## src/hdl/hara_pkg.sv

```systemverilog
package hara_pkg;

   localparam int ACOS_TABLE_DEPTH = 1024;
   localparam int IDX_W = $clog2(ACOS_TABLE_DEPTH + 1);
   localparam int CORDIC_STEPS = 17;
   localparam int SQRT_STEPS = 31;
   localparam int DIV_STEPS = 16;
   localparam logic [15:0] PI_Q14 = 16'd51472;
   localparam logic [15:0] HALF_PI_Q14 = 16'd25736;
   localparam logic [15:0] COS_ONE_Q14 = 16'd16384;

   typedef logic [15:0] acos_rom_type [0:ACOS_TABLE_DEPTH];
   typedef longint atan_tab_type [0:CORDIC_STEPS-1];

   localparam atan_tab_type ATAN_Q16 = '{
      51472, 30386, 16055, 8150, 4091, 2047, 1024, 512, 256,
      128, 64, 32, 16, 8, 4, 2, 1
   };

   typedef struct packed {
      logic        ok;
      logic        neg;
      logic [15:0] dip;
      logic [34:0] ad;
      logic [5:0]  nsh;
   } side_type;

   // Builds acos(i / depth) in Q14 with a vectoring CORDIC in Q16.
   function automatic acos_rom_type acos_rom_build();
      acos_rom_type tab;
      longint unsigned ux, vv, rr, bb;
      longint x, y, z, dx, dy;
      for (int i = 0; i <= ACOS_TABLE_DEPTH; i++) begin
         ux = (longint'(i) << 30) / ACOS_TABLE_DEPTH;
         vv = (64'd1 << 60) - ux * ux;
         rr = 0;
         bb = 64'd1 << 62;
         while (bb > vv) bb = bb >> 2;
         while (bb != 0) begin
            if (vv >= rr + bb) begin
               vv = vv - (rr + bb);
               rr = (rr >> 1) + bb;
            end else begin
               rr = rr >> 1;
            end
            bb = bb >> 2;
         end
         x = longint'(ux);
         y = longint'(rr);
         z = 0;
         for (int k = 0; k < CORDIC_STEPS; k++) begin
            dx = y >>> k;
            dy = x >>> k;
            if (y > 0) begin
               x = x + dx;
               y = y - dy;
               z = z + ATAN_Q16[k];
            end else begin
               x = x - dx;
               y = y + dy;
               z = z - ATAN_Q16[k];
            end
         end
         if (z < 0) z = 0;
         z = (z + 2) >>> 2;
         if (z > longint'(HALF_PI_Q14)) z = longint'(HALF_PI_Q14);
         tab[i] = 16'(z);
      end
      return tab;
   endfunction

endpackage

```

## src/hdl/hara_sqrt.sv

```systemverilog
module hara_sqrt (
   input  logic        clock,
   input  logic        advance,
   input  logic [61:0] value,
   output logic [30:0] root
);

   logic [62:0] v_ff [0:hara_pkg::SQRT_STEPS-1];
   logic [62:0] r_ff [0:hara_pkg::SQRT_STEPS-1];

   for (genvar i = 0; i < hara_pkg::SQRT_STEPS; i++) begin : g_step
      logic [62:0] v_prev;
      logic [62:0] r_prev;
      logic [62:0] bit_w;
      logic [62:0] trial;

      if (i == 0) begin : g_first
         assign v_prev = {1'b0, value};
         assign r_prev = '0;
      end else begin : g_next
         assign v_prev = v_ff[i-1];
         assign r_prev = r_ff[i-1];
      end

      assign bit_w = 63'd1 << (60 - 2 * i);
      assign trial = r_prev + bit_w;

      always_ff @(posedge clock) begin
         if (advance) begin
            if (v_prev >= trial) begin
               v_ff[i] <= v_prev - trial;
               r_ff[i] <= (r_prev >> 1) + bit_w;
            end else begin
               v_ff[i] <= v_prev;
               r_ff[i] <= r_prev >> 1;
            end
         end
      end
   end

   assign root = r_ff[hara_pkg::SQRT_STEPS-1][30:0];

endmodule

```

## config.mk

```make
export PLATFORM = sky130hd
export DESIGN_NAME = hara_sqrt
export DESIGN_NICKNAME = d
export VERILOG_FILES = /design/src/hdl/hara_pkg.sv /design/src/hdl/hara_sqrt.sv
export SDC_FILE = /design/constraint.sdc
export NUM_CORES = 2
export LEC_CHECK = 0
export BUFFER_PORTS_ARGS = -buffer_cell sky130_fd_sc_hd__buf_2
export CORE_MARGIN = 5
export CORE_UTILIZATION = 45
export CTS_BUF_LIST = sky130_fd_sc_hd__clkbuf_8
export CTS_CLUSTER_DIAMETER = 50
export DETAILED_ROUTE_END_ITERATION = 7
export MAX_ROUTING_LAYER = met4
export PLACE_DENSITY_LB_ADDON = 0.2
export SLEW_MARGIN = 10
export SYNTH_ARGS = -nofsm -noshare
export SYNTH_HDL_FRONTEND = slang
export SYNTH_SLANG_ARGS = --single-unit
```

## constraint.sdc

```tcl
create_clock -name clock -period 5.8 [get_ports clock]
set_input_delay 0.29 -clock clock [delete_from_list [all_inputs] [get_ports clock]]
set_output_delay 0.29 -clock clock [all_outputs]
set_load 0.02 [all_outputs]
```

==> impl_metrics.ini <==
[placement]
port_buffers = 94
dp_hpwl_mm = 227.8
placed_area_um2 = 119500
place_congestion = 0.9320
place_ws_ps = 998.4

[timing]
timing.final.crit_period_ps = 5057
finalSetupViolCount = 0
rsz0062_at_grt = false
worst_slew_pin_slew_ps = 1605
finClkSkew_ps = 99.75
finalHoldViolations = 0
relSlewSlack = -0.08525
fin_tns_setup_ps = 0
post-route-period-util = 0.8719
fmax_mhz = 197.8
hold_ws_ps = 167.5
setup_ws_ps = 743.2
final_max_slew_viol_count = 2

[clock_tree]
postCtsResizedCells = 0
cts_buffers = 420
numClockSinks = 2386
hold_buffers = 124
htree_levels = 5
clk_latency_ps = 1040
clk_path_buf_depth = 4
tritoncts = built
cts_setup_buffers = 0
cts_root_buffer = clkbuf_8
clk_pin_slew_ps = 60

[synthesis]
synth_top_area_frac = 0.6244
netlist_area_um2 = 114800
synthMuxAreaShare = 0.006771
yosysWarnings = 0
synth_cell_types = 90
synth_top_family_by_area = simple AND/OR/NAND/NOR gates
yosysTopAreaCell = edfxtp_1
synth-compound-area-share = 0.09116
yosys-top-cells-count = edfxtp_1 (2,386), nand2_1 (641), inv_1 (630), nor2_1 (627), ha_1 (525)
synth_edf_count = 2386
yosysMostFrequentCell = edfxtp_1
ys_ff_latch = 2386
yosysSeqAreaShare = 0.6244
synth_xor_area_frac = 0.06518
synthAdderAreaFrac = 0.05724
yosys.area_share.simple = 0.1277
syn_nets = 9779
ys_async_sr_fraction = 0
syn-instance-count = 9190
synthFlopType = edfxtp_1
syn_avg_cell_area_um2 = 12.49
synthTopCellsByArea = edfxtp_1 (62%), ha_1 (5.7%), xnor2_1 (3.4%)

[power]
p_leak_nw = 48.48
p_per_area_nw_per_um2 = 381.1
ir_drop_v = 0.0002262

[floorplanning]
core-area_um2 = 253900
die_h_um = 515.0
num_io_pins = 95
fp.dieW_um = 515.0
die-area_um2 = 265200
start_util = 0.4519
rows = 185

[final_layout]
finalNetCount = 10288
drive_gt1_frac = 0.08650
post-route-util = 0.5073
fin_area_um2 = 128800
area_growth_pct = 12.27

[run_status]
failed_checks = capacitance limit, slew limit
status = finished with violations

[routing]
dr.pass1.iters = 5
vias = 75396
wl_mm = 306.0
via_per_inst = 5.623
drt-initial-drc-count = 7005
ant_nets = 0
wl_per_cell_um = 22.82
drc = 0

[critical_path]
start_kind = flip-flop
crit_fanout = 42
cp.buffers_inverters = 4
rr_worst_depth = 13
crit_top_cell = buf_4
path_cells = nor4_1, nor2b_1, nand4_1, nor4_2, buf_2, or4b_1, a211oi_2, buf_4, inv_2, buf_4, nand3_2, nor4b_1, xor2_1
crit_slowest_cell = nor2b_1
rr_startpoint = v_ff[1][606]
critical_path_class = reg -> reg
crit_cells = 13
critPathTopFamily = simple AND/OR/NAND/NOR gates
slowest_delay_ps = 840
required_ps = 6520
crit_start = v_ff[1][606]
rrSetupSlack_ps = 740
cp-endpoint = v_ff[1][670]
critPathCaptureType = flip-flop
arrival_ps = 5780
worstReg2RegEnd = v_ff[1][670]

[flow_run]
cap_viol_max_count = 1

[global_route]
grt_pass1_wl_mm = 458.4
grt_pass1_vias = 72839
antenna_found_initial = 12
grt_max_degree = 187
grt.total_usage = 0.2323
grt_overflow_total = 0

[worst_hold_path]
hp-start = value[61]
hold_class = in -> reg
-- metal layers --
metal | global-route usage | share of wire | vias up
met5 | - | 0 | -
met4 | 0.06410 | 0.028 | 0
met3 | 0.03729 | 0.064 | 473
met2 | 0.3441 | 0.44 | 2444
met1 | 0.3337 | 0.47 | 36943
li1 | - | - | 35536
-- power by group --
| group | switching, W | total (W) | internal [W] |
|---|---|---|---|
| Combinational | 0.00627 | 0.0103 | 0.00403 |
| Clock | 0.00708 | 0.0150 | 0.00794 |
| Sequential | 0.00199 | 0.0238 | 0.0218 |
| Total | 0.0153 | 0.0491 | 0.0338 |
-- area by class of cell --
class	count	area (um2)
fillers	21794	125100
flip-flops and latches	2386	71650
multi-input cells	5964	40080
clock buffers	423	5822
well taps	3366	4212
repair buffers	293	2410
inverters	634	2380
clock inverters	335	2255
diodes	8	20.02
-- worst min-delay path by stage --
stage | cells past startpoint | to
after floorplan | 0 | v_ff[0][0]
after global placement | 0 | v_ff[1][68]
after detailed placement | 0 | v_ff[0][384]
after CTS | 4 | v_ff[0][61]
after global routing | 4 | v_ff[0][61]
final | 4 | v_ff[0][61]
-- flip-flops by register name, summed over array words and instances, names as in the netlist --
signal	flops
r_ff	496
v_ff	1890
-- worst register-to-register path, stage by stage, from the launching register on --
cell and delay, ps:
edfxtp_1 470, nor4_1 770, nor2b_1 840, nand4_1 340
nor4_2 210, buf_2 250, or4b_1 200, a211oi_2 60
buf_4 250, inv_2 120, buf_4 420, nand3_2 360
nor4b_1 390, xor2_1 110
-- cells in the final DEF, fill, tap and decap left out, types with 61 or more instances in the layout --
cell type,count
o21a_1,84
nand2b_1,133
inv_1,729
buf_2,95
nand4_1,166
nor4_1,346
xor2_1,409
a21o_1,239
nor3_1,256
dlygate4sd3_1,124
nand2_1,641
ha_1,525
o21ai_0,421
clkinv_1,106
xnor2_1,445
nand3_1,141
nor2b_1,68
a21oi_1,506
nor2_1,627
or3_1,87
clkbuf_8,423
mux2_2,61
buf_4,63
edfxtp_1,2386
or4_1,76
-- cell families after synthesis --
group / count (synthesis)
xor gates and xnor gates: 854
DFF: 2386
adders and majority gates: 525
and+or+nand+nor: 2841
AOI/OAI and AO/OA: 1674
buffers and inverters: 840
muxes: 70
-- per-stage QoR --
stage	cells	power, W
floorplan	9190	0.03046
global placement	12516	0.03399
detailed placement	12519	0.03403
CTS	13401	0.04935
global route	13407	0.05151
finish	13409	0.04910
No activity file was read; power rests on OpenSTA's default activity.
