[src/hdl/hara_pkg.sv]
package hara_pkg;

   localparam int ACOS_TABLE_DEPTH = 1024;
   localparam int IDX_W = $clog2(ACOS_TABLE_DEPTH + 1);
   localparam int CORDIC_STEPS = 17;
   localparam int SQRT_STEPS = 31;
   localparam int DIV_STEPS = 16;
   localparam logic [15:0] PI_Q14 = 16'd51472;
   localparam logic [15:0] HALF_PI_Q14 = 16'd25736;
   localparam logic [15:0] COS_ONE_Q14 = 16'd16384;

   typedef logic [15:0] acos_rom_type [0:ACOS_TABLE_DEPTH];
   typedef longint atan_tab_type [0:CORDIC_STEPS-1];

   localparam atan_tab_type ATAN_Q16 = '{
      51472, 30386, 16055, 8150, 4091, 2047, 1024, 512, 256,
      128, 64, 32, 16, 8, 4, 2, 1
   };

   typedef struct packed {
      logic        ok;
      logic        neg;
      logic [15:0] dip;
      logic [34:0] ad;
      logic [5:0]  nsh;
   } side_type;

   // Builds acos(i / depth) in Q14 with a vectoring CORDIC in Q16.
   function automatic acos_rom_type acos_rom_build();
      acos_rom_type tab;
      longint unsigned ux, vv, rr, bb;
      longint x, y, z, dx, dy;
      for (int i = 0; i <= ACOS_TABLE_DEPTH; i++) begin
         ux = (longint'(i) << 30) / ACOS_TABLE_DEPTH;
         vv = (64'd1 << 60) - ux * ux;
         rr = 0;
         bb = 64'd1 << 62;
         while (bb > vv) bb = bb >> 2;
         while (bb != 0) begin
            if (vv >= rr + bb) begin
               vv = vv - (rr + bb);
               rr = (rr >> 1) + bb;
            end else begin
               rr = rr >> 1;
            end
            bb = bb >> 2;
         end
         x = longint'(ux);
         y = longint'(rr);
         z = 0;
         for (int k = 0; k < CORDIC_STEPS; k++) begin
            dx = y >>> k;
            dy = x >>> k;
            if (y > 0) begin
               x = x + dx;
               y = y - dy;
               z = z + ATAN_Q16[k];
            end else begin
               x = x - dx;
               y = y + dy;
               z = z - ATAN_Q16[k];
            end
         end
         if (z < 0) z = 0;
         z = (z + 2) >>> 2;
         if (z > longint'(HALF_PI_Q14)) z = longint'(HALF_PI_Q14);
         tab[i] = 16'(z);
      end
      return tab;
   endfunction

endpackage

[src/hdl/hara_div.sv]
module hara_div (
   input  logic        clock,
   input  logic        advance,
   input  logic [63:0] num,
   input  logic [47:0] den,
   output logic [15:0] quo
);

   logic [63:0] rem_ff [0:hara_pkg::DIV_STEPS-1];
   logic [47:0] den_ff [0:hara_pkg::DIV_STEPS-1];
   logic [15:0] q_ff   [0:hara_pkg::DIV_STEPS-1];

   for (genvar i = 0; i < hara_pkg::DIV_STEPS; i++) begin : g_step
      logic [63:0] rem_prev;
      logic [47:0] den_prev;
      logic [15:0] q_prev;
      logic [63:0] shifted;

      if (i == 0) begin : g_first
         assign rem_prev = num;
         assign den_prev = den;
         assign q_prev   = '0;
      end else begin : g_next
         assign rem_prev = rem_ff[i-1];
         assign den_prev = den_ff[i-1];
         assign q_prev   = q_ff[i-1];
      end

      assign shifted = 64'(den_prev) << (hara_pkg::DIV_STEPS - 1 - i);

      always_ff @(posedge clock) begin
         if (advance) begin
            den_ff[i] <= den_prev;
            if (rem_prev >= shifted) begin
               rem_ff[i] <= rem_prev - shifted;
               q_ff[i]   <= {q_prev[14:0], 1'b1};
            end else begin
               rem_ff[i] <= rem_prev;
               q_ff[i]   <= {q_prev[14:0], 1'b0};
            end
         end
      end
   end

   assign quo = q_ff[hara_pkg::DIV_STEPS-1];

endmodule

[config.mk]
export PLATFORM = sky130hd
export DESIGN_NAME = hara_div
export DESIGN_NICKNAME = d
export VERILOG_FILES = /design/src/hdl/hara_pkg.sv /design/src/hdl/hara_div.sv
export SDC_FILE = /design/constraint.sdc
export NUM_CORES = 2
export LEC_CHECK = 0
export BUFFER_PORTS_ARGS = -buffer_cell sky130_fd_sc_hd__buf_2
export CORE_ASPECT_RATIO = 1.25
export CORE_MARGIN = 2
export CORE_UTILIZATION = 45
export CTS_BUF_LIST = sky130_fd_sc_hd__clkbuf_16
export CTS_CLUSTER_DIAMETER = 120
export DETAILED_ROUTE_END_ITERATION = 8
export PLACE_DENSITY = 0.71
export SYNTH_ARGS = -nofsm -noshare
export SYNTH_HDL_FRONTEND = slang
export SYNTH_SLANG_ARGS = --single-unit
[constraint.sdc]
create_clock -name clock -period 7.4 [get_ports clock]
set_clock_uncertainty 0.2 [all_clocks]
set_input_delay 1.48 -clock clock [delete_from_list [all_inputs] [get_ports clock]]
set_output_delay 1.48 -clock clock [all_outputs]
set_load 0.02 [all_outputs]
==> impl_metrics.yaml <==
outcome:
  status: "complete, no violations"
run:
  number_of_maximum_capacitance_constraint_violations: 0
global_routing:
  grtUsageTotal_pct: 22.9
  pin_count_of_the_biggest_net_entering_global_routing: 193
  antenna_found_initial: 3
  grt_pass1_wl_mm: 448
  vias_in_the_first_global_route: 82600
  overflow: 0
synth:
  post_synth_inst_count: 10800
  per_instance_average_area_after_synthesis_sq_um: 10.2
  synth_warn: 0
  async_reset_ff_share_pct: 0
  synth_flop_cell: "sky130_fd_sc_hd__edfxtp_1"
  synth_cell_type_count: 106
  yosys_register_bits: 1816
  synth_nets: 11700
  yosysSeqAreaShare_pct: 49.4
  syn_area_sq_um: 110000
  synth_edf_count: 1815
timing:
  slew_viol_final: 0
  finalSetupTns_ns: 0
  timing.final.setup_violations: 0
  max_slew.worst_pin.slew_ns: 1.26
  post-route-min-period_ns: 5.24
  slew_headroom_pct: 15.1
  finalHoldWorstSlack_ns: 0.205
  clock.fmax_ghz: 0.191
  min_period_over_period_pct: 70.9
  rsz0062_at_grt: "false"
  timing.final.hold_violations: 0
  post-route-worst-setup-slack_ns: 2.16
power:
  p_leak_nw: 48.1
  finalPower_mw: 49.0
  cellPowerDensity_nw_per_um2: 405
  vdd.ir_drop.worst_uv: 194
critical_path:
  worst_r2r_endpoint: "rem_ff[1][116]$_DFFE_PP_"
  rr_worst_depth: 15
  critical_path.slowest_cell: "sky130_fd_sc_hd__a211oi_1"
  setup.worst_path.start_class: "register"
  cp_common_cell: "sky130_fd_sc_hd__inv_1"
  cp_slowest_stage_delay_ns: 0.88
  timing.critical_path.to_type: "register"
  r2r_slack_ns: 2.16
  critical_path.cell_chain: "inv_1 -> ha_1 -> inv_1 -> fa_1 -> a21o_1 -> a21oi_2 -> o221ai_1 -> o21ai_1 -> a31oi_1 -> a211oi_1 -> o22ai_1 -> a21oi_1 -> o31ai_1 -> xor2_1 -> mux2_2"
  largest_fanout_on_the_critical_path: 5
  critPathKind: "register to register"
  worst_ep_arrival_ns: 5.63
  worst_reg2reg_path_startpoint: "rem_ff[1][6]$_DFFE_PP_"
  crit_required_ns: 7.79
placement:
  dp_cells: 13900
  gp_congestion: 0.995
  dp_slack_ns: 1.72
  io_buffer_count: 129
  hpwlAfterDp_mm: 230
  detailed_place.area_sq_um: 114000
layout:
  final_layout_size_suffix_gt1_share_pct: 6.19
  layout_common_cells: "sky130_fd_sc_hd__edfxtp_1 (1,815), sky130_fd_sc_hd__nand2_1 (1,115), sky130_fd_sc_hd__inv_1 (997)"
  layout_commonest_cell: "sky130_fd_sc_hd__edfxtp_1"
  finalNonFillerCells: 14300
  layout.nets: 11700
  post-route-cell-area_sq_um: 121000
  syn2layout_area_growth_pct: 9.74
  post_layout_utilization_of_the_core_pct: 49.6
clocking:
  cts_post_setup_buffers_inserted: 0
  cts.reportedPaths.clkPinSlew_ns: 0.06
  clock-sinks: 1816
  cts_resized: 0
  cts_hold_repair.buffers: 0
  clock_latency_at_the_later_pin_of_the_worst_skew_pair_ns: 0.88
  cts_inserted_buffers: 201
  clk_root_buffer_cell: "sky130_fd_sc_hd__clkbuf_16"
  cts_tree: "yes"
  cts-htree-levels: 4
  clock_path_buffers: 4
detailed_routing:
  routed-via-count: 80400
  vias_per_instance: 5.63
  drtIter0Drc: 4579
  drt_pass1_iterations: 6
  remaining_drc_errors: 0
  avgRoutedWirePerCell_um: 20.3
  routed_wl_mm: 291
  ant_nets: 0
floorplan:
  io-pin-count: 130
  initial_util_pct: 45.2
  die_area_sq_um: 249000
  chip_width_um: 447
  core_area_sq_um: 244000
  die_h_um: 557
  floorplan.rows: 203
hold_path:
  worst_hold_path_type: "register to register"
  worst_hold_path.endpoint: "q_ff[1][36]$_DFFE_PP_"
  worst_hold_path.num_cells: 0
  hold_start: "q_ff[1][19]$_DFFE_PP_"
[power breakdown]
group          leakage (nW)  internal [mW]  switching, mW
Sequential             17.7           15.2           1.57
Combinational          27.1           8.77           13.5
Clock                  3.36           5.96           4.07
[Yosys cell counts (44+ instances only)]
cell type,count,area share (%)
sky130_fd_sc_hd__a211oi_1,67,0.46
sky130_fd_sc_hd__a21o_1,466,3.2
sky130_fd_sc_hd__a21oi_1,936,4.2
sky130_fd_sc_hd__a31oi_1,77,0.44
sky130_fd_sc_hd__and2_1,54,0.31
sky130_fd_sc_hd__and3_1,65,0.37
sky130_fd_sc_hd__clkbuf_1,351,1.2
sky130_fd_sc_hd__edfxtp_1,1815,49
sky130_fd_sc_hd__ha_1,768,8.7
sky130_fd_sc_hd__inv_1,965,3.3
sky130_fd_sc_hd__mux2_2,45,0.46
sky130_fd_sc_hd__nand2_1,1115,3.8
sky130_fd_sc_hd__nand2b_1,86,0.49
sky130_fd_sc_hd__nand3_1,154,0.70
sky130_fd_sc_hd__nand4_1,205,1.2
sky130_fd_sc_hd__nor2_1,567,1.9
sky130_fd_sc_hd__nor2b_1,101,0.57
sky130_fd_sc_hd__nor3_1,156,0.71
sky130_fd_sc_hd__nor4_1,76,0.43
sky130_fd_sc_hd__o211ai_1,44,0.30
sky130_fd_sc_hd__o21a_1,97,0.66
sky130_fd_sc_hd__o21ai_0,964,4.4
sky130_fd_sc_hd__o21bai_1,141,0.96
sky130_fd_sc_hd__o31ai_1,62,0.42
sky130_fd_sc_hd__or3_1,46,0.26
sky130_fd_sc_hd__xnor2_1,413,3.3
sky130_fd_sc_hd__xor2_1,355,2.8
[how the worst max path moves through the flow]
| stage | end | depth (start not counted) | slack (ns) | startpoint |
|---|---|---|---|---|
| 2_1_floorplan | q_ff[1][32]$_DFFE_PP_ | 4 | 2.41 | advance |
| 3_3_place_gp | rem_ff[0][23]$_DFFE_PP_ | 14 | 1.69 | den[1] |
| 3_5_place_dp | rem_ff[0][36]$_DFFE_PP_ | 14 | 1.72 | den[1] |
| 4_1_cts | rem_ff[1][63]$_DFFE_PP_ | 11 | 2.18 | rem_ff[0][466]$_DFFE_PP_ |
| 5_1_grt | rem_ff[1][58]$_DFFE_PP_ | 12 | 2.08 | den_ff[0][346]$_DFFE_PP_ |
| 6_report | rem_ff[1][116]$_DFFE_PP_ | 15 | 2.16 | rem_ff[1][6]$_DFFE_PP_ |
[critical path: cells and delay by family, from the launching register on]
family / cells / cell delay (ns)
adder cells (fa/ha/maj): 2 / 0.58
AO/OA/AOI/OAI: 9 / 3.20
flip-flops: 1 / 0.38
buffers and inverters: 2 / 0.13
multiplexers: 1 / 0.28
XOR/XNOR: 1 / 0.16
[layout make-up]
type | instances | area (sq um)
antenna | 5 | 12.5
clock buffer | 204 | 5100
clock inverter | 162 | 1500
fill | 21900 | 123000
inverter | 966 | 3630
multi-input combinational | 7642 | 50600
sequential | 1816 | 54500
tap | 3280 | 4100
timing repair buffer | 219 | 1490
[cells by family (layout without fill, tap and decap cells)]
| kind of cell | Yosys count | in the layout | share of synthesized area, % |
|---|---|---|---|
| AO/OA/AOI/OAI | 3253 | 3253 | 18.3 |
| AND/OR/NAND/NOR | 2787 | 2787 | 11.9 |
| flip-flops | 1816 | 1816 | 49.4 |
| buffers and inverters | 1377 | 1551 | 4.75 |
| adder cells (fa/ha/maj) | 783 | 783 | 8.99 |
| XOR/XNOR | 768 | 768 | 6.10 |
| multiplexers | 51 | 51 | 0.514 |
| other | 0 | 5 | 0 |
[flip-flops by register name (all words and copies together), names as in the netlist]
register,cells
den_ff,720
q_ff,136
rem_ff,960
[metal layers]
layer	up-vias	share of wire, %	GRT usage [%]
met5	-	0	0
met4	0	8.8	17.8
met3	959	3.1	2.15
met2	2208	55	45.6
met1	37700	34	21.0
li1	39600	-	-
Note: power is estimated with default switching activity, not from simulation.
